--- src/bbn_pkg.sv ---
`default_nettype none
// ----------------------------------------------------------------------------
// Bounding box normalizer package
// Shared constants, command codes and the queued job type.
// ----------------------------------------------------------------------------
package bbn_pkg;

   localparam int COORD_W = 32;
   localparam int EXT_W   = 33;
   localparam int TWICE_W = 35;
   localparam int MAG_W   = 33;
   localparam int FRAC_W  = 16;
   localparam int QUO_W   = MAG_W + FRAC_W;
   localparam int DEN_W   = 32;
   localparam int CNT_W   = $clog2(QUO_W);

   localparam logic [1:0] CMD_CLEAR     = 2'd0;
   localparam logic [1:0] CMD_MEASURE   = 2'd1;
   localparam logic [1:0] CMD_NORMALIZE = 2'd2;

   localparam logic signed [COORD_W-1:0] BOUND_LOW_START  = 32'sd655360000;
   localparam logic signed [COORD_W-1:0] BOUND_HIGH_START = -32'sd655360000;

   localparam logic [COORD_W-1:0] SAT_MAX = 32'h7fff_ffff;
   localparam logic [COORD_W-1:0] SAT_MIN = 32'h8000_0000;

   typedef struct packed {
      logic signed [EXT_W-1:0]   ext_x;
      logic signed [EXT_W-1:0]   ext_y;
      logic signed [EXT_W-1:0]   ext_z;
      logic signed [TWICE_W-1:0] twice_x;
      logic signed [TWICE_W-1:0] twice_y;
      logic signed [TWICE_W-1:0] twice_z;
   } job_type;

endpackage
`default_nettype wire

--- src/bbn_req_if.sv ---
`default_nettype none
// ----------------------------------------------------------------------------
// Request channel interface
// Carries one vertex command transaction with a valid and ready handshake.
// ----------------------------------------------------------------------------
interface bbn_req_if;
   logic               valid;
   logic               ready;
   logic [1:0]         cmd;
   logic signed [31:0] x_in;
   logic signed [31:0] y_in;
   logic signed [31:0] z_in;

   modport source (output valid, cmd, x_in, y_in, z_in, input ready);
   modport sink (input valid, cmd, x_in, y_in, z_in, output ready);
endinterface
`default_nettype wire

--- src/bbn_rsp_if.sv ---
`default_nettype none
// ----------------------------------------------------------------------------
// Response channel interface
// Carries one normalized vertex transaction with a valid and ready handshake.
// ----------------------------------------------------------------------------
interface bbn_rsp_if;
   logic               valid;
   logic               ready;
   logic signed [31:0] x_out;
   logic signed [31:0] y_out;
   logic signed [31:0] z_out;
   logic               degenerate;

   modport source (output valid, x_out, y_out, z_out, degenerate, input ready);
   modport sink (input valid, x_out, y_out, z_out, degenerate, output ready);
endinterface
`default_nettype wire

--- src/bbn_front.sv ---
`default_nettype none
// ----------------------------------------------------------------------------
// Bounding box normalizer front end
// Accepts commands, keeps the running bounds and queues normalize jobs.
// ----------------------------------------------------------------------------
module bbn_front (
   input  wire logic     clock,
   input  wire logic     reset,
   bbn_req_if.sink       req_bus,
   output logic          push,
   output bbn_pkg::job_type push_job,
   input  wire logic     queue_full
);
   import bbn_pkg::*;

   logic signed [COORD_W-1:0] low_x_ff, low_y_ff, low_z_ff;
   logic signed [COORD_W-1:0] high_x_ff, high_y_ff, high_z_ff;
   logic                      accept;

   assign req_bus.ready = !queue_full;
   assign accept        = req_bus.valid && !queue_full;
   assign push          = accept && (req_bus.cmd == CMD_NORMALIZE);

   function automatic logic signed [EXT_W-1:0] extent(
      input logic signed [COORD_W-1:0] lo,
      input logic signed [COORD_W-1:0] hi
   );
      return {hi[COORD_W-1], hi} - {lo[COORD_W-1], lo};
   endfunction

   function automatic logic signed [TWICE_W-1:0] twice_offset(
      input logic signed [COORD_W-1:0] v,
      input logic signed [COORD_W-1:0] lo,
      input logic signed [COORD_W-1:0] hi
   );
      return {{2{v[COORD_W-1]}}, v, 1'b0}
             - {{3{hi[COORD_W-1]}}, hi}
             - {{3{lo[COORD_W-1]}}, lo};
   endfunction

   always_comb begin
      push_job.ext_x   = extent(low_x_ff, high_x_ff);
      push_job.ext_y   = extent(low_y_ff, high_y_ff);
      push_job.ext_z   = extent(low_z_ff, high_z_ff);
      push_job.twice_x = twice_offset(req_bus.x_in, low_x_ff, high_x_ff);
      push_job.twice_y = twice_offset(req_bus.y_in, low_y_ff, high_y_ff);
      push_job.twice_z = twice_offset(req_bus.z_in, low_z_ff, high_z_ff);
   end

   always_ff @(posedge clock) begin
      if (reset) begin
         low_x_ff  <= BOUND_LOW_START;
         low_y_ff  <= BOUND_LOW_START;
         low_z_ff  <= BOUND_LOW_START;
         high_x_ff <= BOUND_HIGH_START;
         high_y_ff <= BOUND_HIGH_START;
         high_z_ff <= BOUND_HIGH_START;
      end else if (accept) begin
         case (req_bus.cmd)
            CMD_CLEAR: begin
               low_x_ff  <= BOUND_LOW_START;
               low_y_ff  <= BOUND_LOW_START;
               low_z_ff  <= BOUND_LOW_START;
               high_x_ff <= BOUND_HIGH_START;
               high_y_ff <= BOUND_HIGH_START;
               high_z_ff <= BOUND_HIGH_START;
            end
            CMD_MEASURE: begin
               if (req_bus.x_in < low_x_ff) low_x_ff <= req_bus.x_in;
               if (req_bus.y_in < low_y_ff) low_y_ff <= req_bus.y_in;
               if (req_bus.z_in < low_z_ff) low_z_ff <= req_bus.z_in;
               if (req_bus.x_in > high_x_ff) high_x_ff <= req_bus.x_in;
               if (req_bus.y_in > high_y_ff) high_y_ff <= req_bus.y_in;
               if (req_bus.z_in > high_z_ff) high_z_ff <= req_bus.z_in;
            end
            default: begin
            end
         endcase
      end
   end

endmodule
`default_nettype wire

--- src/bbn_queue.sv ---
`default_nettype none
// ----------------------------------------------------------------------------
// Bounding box normalizer job queue
// Two-entry first-in first-out buffer between the front and back ends.
// ----------------------------------------------------------------------------
module bbn_queue (
   input  wire logic        clock,
   input  wire logic        reset,
   input  wire logic        push,
   input  bbn_pkg::job_type push_job,
   output logic             full,
   input  wire logic        pop,
   output bbn_pkg::job_type pop_job,
   output logic             empty
);
   import bbn_pkg::*;

   job_type    entry_ff [2];
   logic       wr_ptr_ff;
   logic       rd_ptr_ff;
   logic [1:0] count_ff;

   assign full    = (count_ff == 2'd2);
   assign empty   = (count_ff == 2'd0);
   assign pop_job = entry_ff[rd_ptr_ff];

   always_ff @(posedge clock) begin
      if (push) begin
         entry_ff[wr_ptr_ff] <= push_job;
      end
   end

   always_ff @(posedge clock) begin
      if (reset) begin
         wr_ptr_ff <= 1'b0;
         rd_ptr_ff <= 1'b0;
         count_ff  <= 2'd0;
      end else begin
         if (push) wr_ptr_ff <= !wr_ptr_ff;
         if (pop) rd_ptr_ff <= !rd_ptr_ff;
         if (push && !pop) begin
            count_ff <= count_ff + 2'd1;
         end else if (pop && !push) begin
            count_ff <= count_ff - 2'd1;
         end
      end
   end

endmodule
`default_nettype wire

--- src/bbn_div.sv ---
`default_nettype none
// ----------------------------------------------------------------------------
// Bounding box normalizer divider lane
// Unsigned restoring divider that retires one quotient bit per cycle.
// ----------------------------------------------------------------------------
module bbn_div (
   input  wire logic                        clock,
   input  wire logic                        reset,
   input  wire logic                        start,
   input  wire logic [bbn_pkg::QUO_W-1:0]   num,
   input  wire logic [bbn_pkg::DEN_W-1:0]   den,
   output logic                             done,
   output logic [bbn_pkg::QUO_W-1:0]        quo
);
   import bbn_pkg::*;

   logic               busy_ff;
   logic               done_ff;
   logic [CNT_W-1:0]   cnt_ff;
   logic [DEN_W-1:0]   rem_ff;
   logic [DEN_W-1:0]   den_ff;
   logic [QUO_W-1:0]   quo_ff;
   logic [DEN_W:0]     shifted;
   logic [DEN_W:0]     diff;
   logic               fits;
   logic [DEN_W-1:0]   rem_in;

   assign done = done_ff;
   assign quo  = quo_ff;

   always_comb begin
      shifted = {rem_ff, quo_ff[QUO_W-1]};
      diff    = shifted - {1'b0, den_ff};
      fits    = (shifted >= {1'b0, den_ff});
      rem_in  = fits ? diff[DEN_W-1:0] : shifted[DEN_W-1:0];
   end

   always_ff @(posedge clock) begin
      if (reset) begin
         busy_ff <= 1'b0;
         done_ff <= 1'b0;
         cnt_ff  <= '0;
      end else begin
         done_ff <= !start && busy_ff && (cnt_ff == CNT_W'(QUO_W - 1));
         if (start) begin
            busy_ff <= 1'b1;
            cnt_ff  <= '0;
         end else if (busy_ff) begin
            cnt_ff <= cnt_ff + 1'b1;
            if (cnt_ff == CNT_W'(QUO_W - 1)) begin
               busy_ff <= 1'b0;
            end
         end
      end
   end

   always_ff @(posedge clock) begin
      if (start) begin
         rem_ff <= '0;
         den_ff <= den;
         quo_ff <= num;
      end else if (busy_ff) begin
         rem_ff <= rem_in;
         quo_ff <= {quo_ff[QUO_W-2:0], fits};
      end
   end

endmodule
`default_nettype wire

--- src/bbn_back.sv ---
`default_nettype none
// ----------------------------------------------------------------------------
// Bounding box normalizer back end
// Picks the largest extent, runs three divider lanes unless that extent is zero, and saturates results.
// ----------------------------------------------------------------------------
module bbn_back (
   input  wire logic        clock,
   input  wire logic        reset,
   input  wire logic        empty,
   input  bbn_pkg::job_type pop_job,
   output logic             pop,
   bbn_rsp_if.source        rsp_bus
);
   import bbn_pkg::*;

   typedef enum logic [2:0] {
      S_IDLE,
      S_PICK,
      S_PREP,
      S_DIV,
      S_HOLD
   } state_type;

   state_type                 state_ff;
   job_type                   job_ff;
   logic signed [EXT_W-1:0]   g_ff;
   logic                      neg_x_ff, neg_y_ff, neg_z_ff;
   logic [COORD_W-1:0]        res_x_ff, res_y_ff, res_z_ff;
   logic                      res_deg_ff;
   logic                      rsp_valid_ff;
   logic [COORD_W-1:0]        rsp_x_ff, rsp_y_ff, rsp_z_ff;
   logic                      rsp_deg_ff;

   logic signed [EXT_W-1:0]   g_pick;
   logic [DEN_W-1:0]          den_mag;
   logic [QUO_W-1:0]          num_x, num_y, num_z;
   logic                      div_start;
   logic                      done_x, done_y, done_z;
   logic [QUO_W-1:0]          quo_x, quo_y, quo_z;
   logic                      rsp_free;

   function automatic logic [QUO_W-1:0] scaled_mag(input logic signed [TWICE_W-1:0] t);
      logic [TWICE_W-1:0] m;
      m = t[TWICE_W-1] ? (~t + 1'b1) : t;
      return {m[MAG_W-1:0], {FRAC_W{1'b0}}};
   endfunction

   function automatic logic [COORD_W-1:0] saturate(
      input logic [QUO_W-1:0] q,
      input logic             neg
   );
      logic [COORD_W-1:0] r;
      if (!neg) begin
         r = (|q[QUO_W-1:COORD_W-1]) ? SAT_MAX : q[COORD_W-1:0];
      end else begin
         if ((|q[QUO_W-1:COORD_W]) || (q[COORD_W-1] && (|q[COORD_W-2:0]))) begin
            r = SAT_MIN;
         end else begin
            r = ~q[COORD_W-1:0] + 1'b1;
         end
      end
      return r;
   endfunction

   always_comb begin
      g_pick = job_ff.ext_x;
      if (job_ff.ext_y > g_pick) g_pick = job_ff.ext_y;
      if (job_ff.ext_z > g_pick) g_pick = job_ff.ext_z;
   end

   always_comb begin
      logic [EXT_W-1:0] gm;
      gm      = g_ff[EXT_W-1] ? (~g_ff + 1'b1) : g_ff;
      den_mag = gm[DEN_W-1:0];
      num_x   = scaled_mag(job_ff.twice_x);
      num_y   = scaled_mag(job_ff.twice_y);
      num_z   = scaled_mag(job_ff.twice_z);
   end

   assign div_start = (state_ff == S_PREP) && (g_ff != '0);
   assign pop       = (state_ff == S_IDLE) && !empty;
   assign rsp_free  = !rsp_valid_ff || rsp_bus.ready;

   bbn_div u_div_x (
      .clock (clock), .reset (reset), .start (div_start),
      .num (num_x), .den (den_mag), .done (done_x), .quo (quo_x)
   );

   bbn_div u_div_y (
      .clock (clock), .reset (reset), .start (div_start),
      .num (num_y), .den (den_mag), .done (done_y), .quo (quo_y)
   );

   bbn_div u_div_z (
      .clock (clock), .reset (reset), .start (div_start),
      .num (num_z), .den (den_mag), .done (done_z), .quo (quo_z)
   );

   assign rsp_bus.valid      = rsp_valid_ff;
   assign rsp_bus.x_out      = rsp_x_ff;
   assign rsp_bus.y_out      = rsp_y_ff;
   assign rsp_bus.z_out      = rsp_z_ff;
   assign rsp_bus.degenerate = rsp_deg_ff;

   always_ff @(posedge clock) begin
      if (reset) begin
         state_ff     <= S_IDLE;
         rsp_valid_ff <= 1'b0;
      end else begin
         if ((state_ff == S_HOLD) && rsp_free) begin
            rsp_valid_ff <= 1'b1;
         end else if (rsp_bus.ready) begin
            rsp_valid_ff <= 1'b0;
         end
         case (state_ff)
            S_IDLE: begin
               if (!empty) begin
                  job_ff   <= pop_job;
                  state_ff <= S_PICK;
               end
            end
            S_PICK: begin
               g_ff     <= g_pick;
               state_ff <= S_PREP;
            end
            S_PREP: begin
               neg_x_ff <= job_ff.twice_x[TWICE_W-1] ^ g_ff[EXT_W-1];
               neg_y_ff <= job_ff.twice_y[TWICE_W-1] ^ g_ff[EXT_W-1];
               neg_z_ff <= job_ff.twice_z[TWICE_W-1] ^ g_ff[EXT_W-1];
               if (g_ff == '0) begin
                  res_x_ff   <= '0;
                  res_y_ff   <= '0;
                  res_z_ff   <= '0;
                  res_deg_ff <= 1'b1;
                  state_ff   <= S_HOLD;
               end else begin
                  state_ff <= S_DIV;
               end
            end
            S_DIV: begin
               if (done_x && done_y && done_z) begin
                  res_x_ff   <= saturate(quo_x, neg_x_ff);
                  res_y_ff   <= saturate(quo_y, neg_y_ff);
                  res_z_ff   <= saturate(quo_z, neg_z_ff);
                  res_deg_ff <= 1'b0;
                  state_ff   <= S_HOLD;
               end
            end
            S_HOLD: begin
               if (rsp_free) begin
                  rsp_x_ff     <= res_x_ff;
                  rsp_y_ff     <= res_y_ff;
                  rsp_z_ff     <= res_z_ff;
                  rsp_deg_ff   <= res_deg_ff;
                  state_ff     <= S_IDLE;
               end
            end
            default: begin
               state_ff <= S_IDLE;
            end
         endcase
      end
   end

endmodule
`default_nettype wire

--- src/bounding_box_unit_normalize.sv ---
`default_nettype none
// ----------------------------------------------------------------------------
// Bounding box unit normalizer
// Tracks per-axis vertex bounds and maps vertices into the cube from -1 to 1.
// ----------------------------------------------------------------------------
// Clear and measure transactions update the running bounds at once, and a
// normalize transaction is snapshotted into a two-entry job queue. Every
// transaction is taken one per cycle as long as that queue has room. The back
// end finishes one normalize job at a time: it picks the scale, runs the three
// restoring divider lanes that each retire one of 49 quotient bits per
// cycle, and then hands the result to the output register when it is free.
// A job with zero scale skips the divide.
module bounding_box_unit_normalize (
   input  wire logic clock,
   input  wire logic reset,
   bbn_req_if.sink   req_bus,
   bbn_rsp_if.source rsp_bus
);
   import bbn_pkg::*;

   logic    push;
   logic    pop;
   logic    full;
   logic    empty;
   job_type push_job;
   job_type pop_job;

   bbn_front u_front (
      .clock      (clock),
      .reset      (reset),
      .req_bus    (req_bus),
      .push       (push),
      .push_job   (push_job),
      .queue_full (full)
   );

   bbn_queue u_queue (
      .clock    (clock),
      .reset    (reset),
      .push     (push),
      .push_job (push_job),
      .full     (full),
      .pop      (pop),
      .pop_job  (pop_job),
      .empty    (empty)
   );

   bbn_back u_back (
      .clock   (clock),
      .reset   (reset),
      .empty   (empty),
      .pop_job (pop_job),
      .pop     (pop),
      .rsp_bus (rsp_bus)
   );

endmodule
`default_nettype wire
--- src/flat_wrapper.sv ---
// flat-port wrapper written by rule: the top's interface ports become plain ports
module bounding_box_unit_normalize_flat import bbn_pkg::*;
  (clock, reset, req_bus_valid, req_bus_cmd, req_bus_x_in, req_bus_y_in, req_bus_z_in, req_bus_ready, rsp_bus_valid, rsp_bus_x_out, rsp_bus_y_out, rsp_bus_z_out, rsp_bus_degenerate, rsp_bus_ready);
  bbn_req_if req_bus_i ();
  bbn_rsp_if rsp_bus_i ();
  input  wire logic clock;
  input  wire logic reset;
  input wire logic [$bits(req_bus_i.valid)-1:0] req_bus_valid;
  input wire logic [$bits(req_bus_i.cmd)-1:0] req_bus_cmd;
  input wire logic [$bits(req_bus_i.x_in)-1:0] req_bus_x_in;
  input wire logic [$bits(req_bus_i.y_in)-1:0] req_bus_y_in;
  input wire logic [$bits(req_bus_i.z_in)-1:0] req_bus_z_in;
  output wire logic [$bits(req_bus_i.ready)-1:0] req_bus_ready;
  output wire logic [$bits(rsp_bus_i.valid)-1:0] rsp_bus_valid;
  output wire logic [$bits(rsp_bus_i.x_out)-1:0] rsp_bus_x_out;
  output wire logic [$bits(rsp_bus_i.y_out)-1:0] rsp_bus_y_out;
  output wire logic [$bits(rsp_bus_i.z_out)-1:0] rsp_bus_z_out;
  output wire logic [$bits(rsp_bus_i.degenerate)-1:0] rsp_bus_degenerate;
  input wire logic [$bits(rsp_bus_i.ready)-1:0] rsp_bus_ready;
  assign req_bus_i.valid = req_bus_valid;
  assign req_bus_i.cmd = req_bus_cmd;
  assign req_bus_i.x_in = req_bus_x_in;
  assign req_bus_i.y_in = req_bus_y_in;
  assign req_bus_i.z_in = req_bus_z_in;
  assign req_bus_ready = req_bus_i.ready;
  assign rsp_bus_valid = rsp_bus_i.valid;
  assign rsp_bus_x_out = rsp_bus_i.x_out;
  assign rsp_bus_y_out = rsp_bus_i.y_out;
  assign rsp_bus_z_out = rsp_bus_i.z_out;
  assign rsp_bus_degenerate = rsp_bus_i.degenerate;
  assign rsp_bus_i.ready = rsp_bus_ready;
  bounding_box_unit_normalize u_core (.clock(clock), .reset(reset), .req_bus(req_bus_i), .rsp_bus(rsp_bus_i));
endmodule
--- config.mk ---
export PLATFORM = sky130hd
export DESIGN_NAME = bounding_box_unit_normalize_flat
export DESIGN_NICKNAME = d
export VERILOG_FILES = /design/src/bbn_pkg.sv /design/src/bbn_req_if.sv /design/src/bbn_rsp_if.sv /design/src/bbn_front.sv /design/src/bbn_queue.sv /design/src/bbn_div.sv /design/src/bbn_back.sv /design/src/bounding_box_unit_normalize.sv /design/src/flat_wrapper.sv
export SDC_FILE = /design/constraint.sdc
export NUM_CORES = 2
export LEC_CHECK = 0
export BUFFER_PORTS_ARGS = -buffer_cell sky130_fd_sc_hd__buf_2
export CAP_MARGIN = 20
export CORE_MARGIN = 4
export CORE_UTILIZATION = 55
export DETAILED_ROUTE_END_ITERATION = 7
export PLACE_DENSITY = 0.82
export SLEW_MARGIN = 5
export SYNTH_ARGS = -nofsm -noshare
export SYNTH_HDL_FRONTEND = slang
export SYNTH_HIERARCHICAL = 1
export SYNTH_SLANG_ARGS = --single-unit
--- constraint.sdc ---
create_clock -name clock -period 17.1 [get_ports clock]
set_input_delay 3.42 -clock clock [delete_from_list [all_inputs] [get_ports clock]]
set_output_delay 3.42 -clock clock [all_outputs]
set_load 0.01 [all_outputs]
==> run metrics <==
outcome finished, final reports clean; Comb pwr share 36.4%; Fmax 155.9 MHz; core area 0.1484 sq mm; via count 59,790; syn avg cell area 11.14 sq um; worst reg2reg path depth 16; CP Launch Type input pin; initial antenna violation count 22; most frequent CP cell a211oi_1; Area Growth Syn to Fin 9.854%; crit-path max FO 5; GRT overflow 0; layout cell share with drive strength beyond 1 12.40%; H-tree levels 4; register area 0.03874 sq mm; RSZ-0062 raised after global routing no; Hold Crit Start u_core/u_back/res_x_ff[4]$_SDFFCE_PN0P_; Rows 141; Port Buffers 200; fill cell count 11,420; Power Total 13.15 mW; Worst path slowest cell fa_1; Post-CTS Setup Bufs 0; CTS buffer count 147; Crit Path Category in2reg; Die X 395.1 microns; Layout Nets 8,441; Starting DRT DRC Count 5,885; leak pwr 33.68 nW; Worst Hold Class reg2reg; gpl congestion 0.9653; drc violations 0; I/O pins 201; Slew @ Worst Pin 1.224 ns; vias per cell 6.155; crit-path max cell delay 0.49 ns; P per Cell Area 145.2 mW/mm^2; Initial Utilization 55.55%; Seq pwr share 38.5%; Die Span Y 395.1 microns; first-pass GRT wire length 324,900 microns; WP data arrival 6.94 ns; largest net degree at the start of global routing 180; CTS Hold Bufs 0; Reg-to-Reg Start u_core/u_back/job_ff[177]$_DFFE_PP_; CTS tree yes; VDD IR max 0.0001057 V; Final min period 6.413 ns; worst r2r dst u_core/u_back/g_ff[24]$_DFFE_PP_; drt wl/cell 21.60 microns; final worst-path cycle share 37.50%; area of the multi-input gates 0.04071 sq mm; Int Power 8.347 mW; maximum capacitance violations 0; crit-path leading delay family compound AO/OA/AOI/OAI gates; Cells after Synth 7,402; DR WL met3 15,050 microns; P_sw 4.799 mW; r2r setup slk 11.18 ns; critical path required time 17.63 ns; switching power share of the total 36.51%; Buf/Inv on CP 1; die area 0.1561 sq mm; clk root buf clkbuf_16; WP depth 12; clock power share 25.1%; CP Cell Sequence buf_2 -> fa_1 -> ha_1 -> a211oi_1 -> o21bai_1 -> a211oi_1 -> o21ai_1 -> a311oi_2 -> nor3_1 -> o31a_1 -> o21a_1 -> o41ai_1; YS warnings 6; final setup TNS 0 ns; final hold violations 0; crit end category flop; Total Routed Length 209,800 microns; clk sinks 1,397; Hold Crit Endpoint u_core/u_back/rsp_bus.x_out[4]$_DFFE_PP_; worst hold path stage count 0; Slew Viols, Final 0; Resize count post-CTS 0; met1 WL 89,970 microns; vias in the first global route 57,620; skew final 0.02541 ns; ANT nets after route 0; metal2 WL 98,390 microns; # setup viols final 0; Mapped Area 0.08242 sq mm; HPWL after detailed placement 152,500 microns; Max Used Layer met5; clock-pin transition on the worst setup and hold timing paths 0.06 ns; Pre-antenna DRT Iters 6; Max Root-Sink Buffers 3; gr usage total 26.00%; Slew HR 18.37%; clk_lat worst skew 0.78 ns
sequential cells by signal (all words and copies together), names as in the netlist, 33 cells and up, named ones only:
| register | count |
|---|---|
| u_core/u_back/job_ff | 201 |
| u_core/u_back/u_div_z/quo | 49 |
| u_core/u_queue/entry_ff | 402 |
| u_core/u_back/u_div_x/quo | 49 |
| u_core/u_back/g_ff | 33 |
| u_core/u_back/u_div_y/quo | 49 |
stage by stage:
stage	instance area, sq um	hold slack (ns)	util, %	setup WS (ns)	std cells
6_report	90540	0.4162	61.03	10.69	9714
5_1_grt	90530	0.4211	61.02	10.56	9709
4_1_cts	90380	0.4078	60.92	10.74	9697
3_5_place_dp	85380	0.4045	57.54	9.934	9424
3_3_place_gp	85380	0.4011	57.54	10.11	9424
2_1_floorplan	82600	0.4003	-	3.716	7449
worst max path at each step:
| stage | from | to | slack, ns |
|---|---|---|---|
| 2_1_floorplan | req_bus_cmd[0] | u_core/u_queue/entry_ff[0][0]$_DFFE_PP_ | 3.72 |
| 3_5_place_dp | req_bus_y_in[1] | u_core/u_queue/entry_ff[0][69]$_DFFE_PP_ | 9.93 |
| 3_3_place_gp | req_bus_cmd[0] | u_core/u_queue/entry_ff[1][46]$_DFFE_PP_ | 10.11 |
| 5_1_grt | req_bus_y_in[1] | u_core/u_queue/entry_ff[1][69]$_DFFE_PP_ | 10.56 |
| 4_1_cts | req_bus_y_in[1] | u_core/u_queue/entry_ff[0][69]$_DFFE_PP_ | 10.74 |
| 6_report | req_bus_y_in[1] | u_core/u_queue/entry_ff[1][69]$_DFFE_PP_ | 10.69 |
power by group through the flow:
stage	registers, mW	logic, mW	clock network [mW]
after CTS	5.05	4.65	3.36
after detailed placement	5.11	4.60	0
after global placement	5.08	4.46	0
after global routing	5.11	5.19	3.51
final	5.06	4.78	3.30
after floorplan	4.95	3.54	0
worst reg2reg max path, stage by stage, from the launching register on:
cell and delay, ns:
edfxtp_1 0.49, inv_1 0.11, ha_1 0.24, a211oi_1 0.25
o21bai_1 0.10, o311ai_1 0.53, and4_1 0.99, o21ai_1 0.30
and2_1 0.24, ha_1 0.31, nand4_1 0.18, nor4_1 0.45
o41a_1 0.30, a2111oi_4 0.05, or2_1 0.43, buf_16 0.25
a31oi_1 0.43
placed cells by master (no fill, tap or decap), drive strengths merged, types with 151 or more instances in the layout:
cell type	count
nor3	209
xnor2	276
clkbuf	182
buf	263
dfxtp	321
nor2	430
mux2	351
inv	530
edfxtp	1076
nand2	379
ha	660
o21ai	371
a21oi	408
a21o	151
final cells by class:
type / instances / share of cell area (%)
Antenna cell: 11 / 0.03040
Clock buffer: 182 / 4.294
Clock inverter: 91 / 1.231
Inverter: 520 / 2.156
Multi-Input combinational cell: 5248 / 44.96
Sequential cell: 1397 / 42.79
Tap cell: 2002 / 2.767
Timing Repair Buffer: 263 / 1.776
per-layer routing:
layer,vias to the layer above,global-route usage (%)
met5,-,0
met4,2,8.017
met3,374,3.294
met2,2466,42.65
met1,29160,36.17
li1,27790,-
Power figures use the tool's default switching activity.
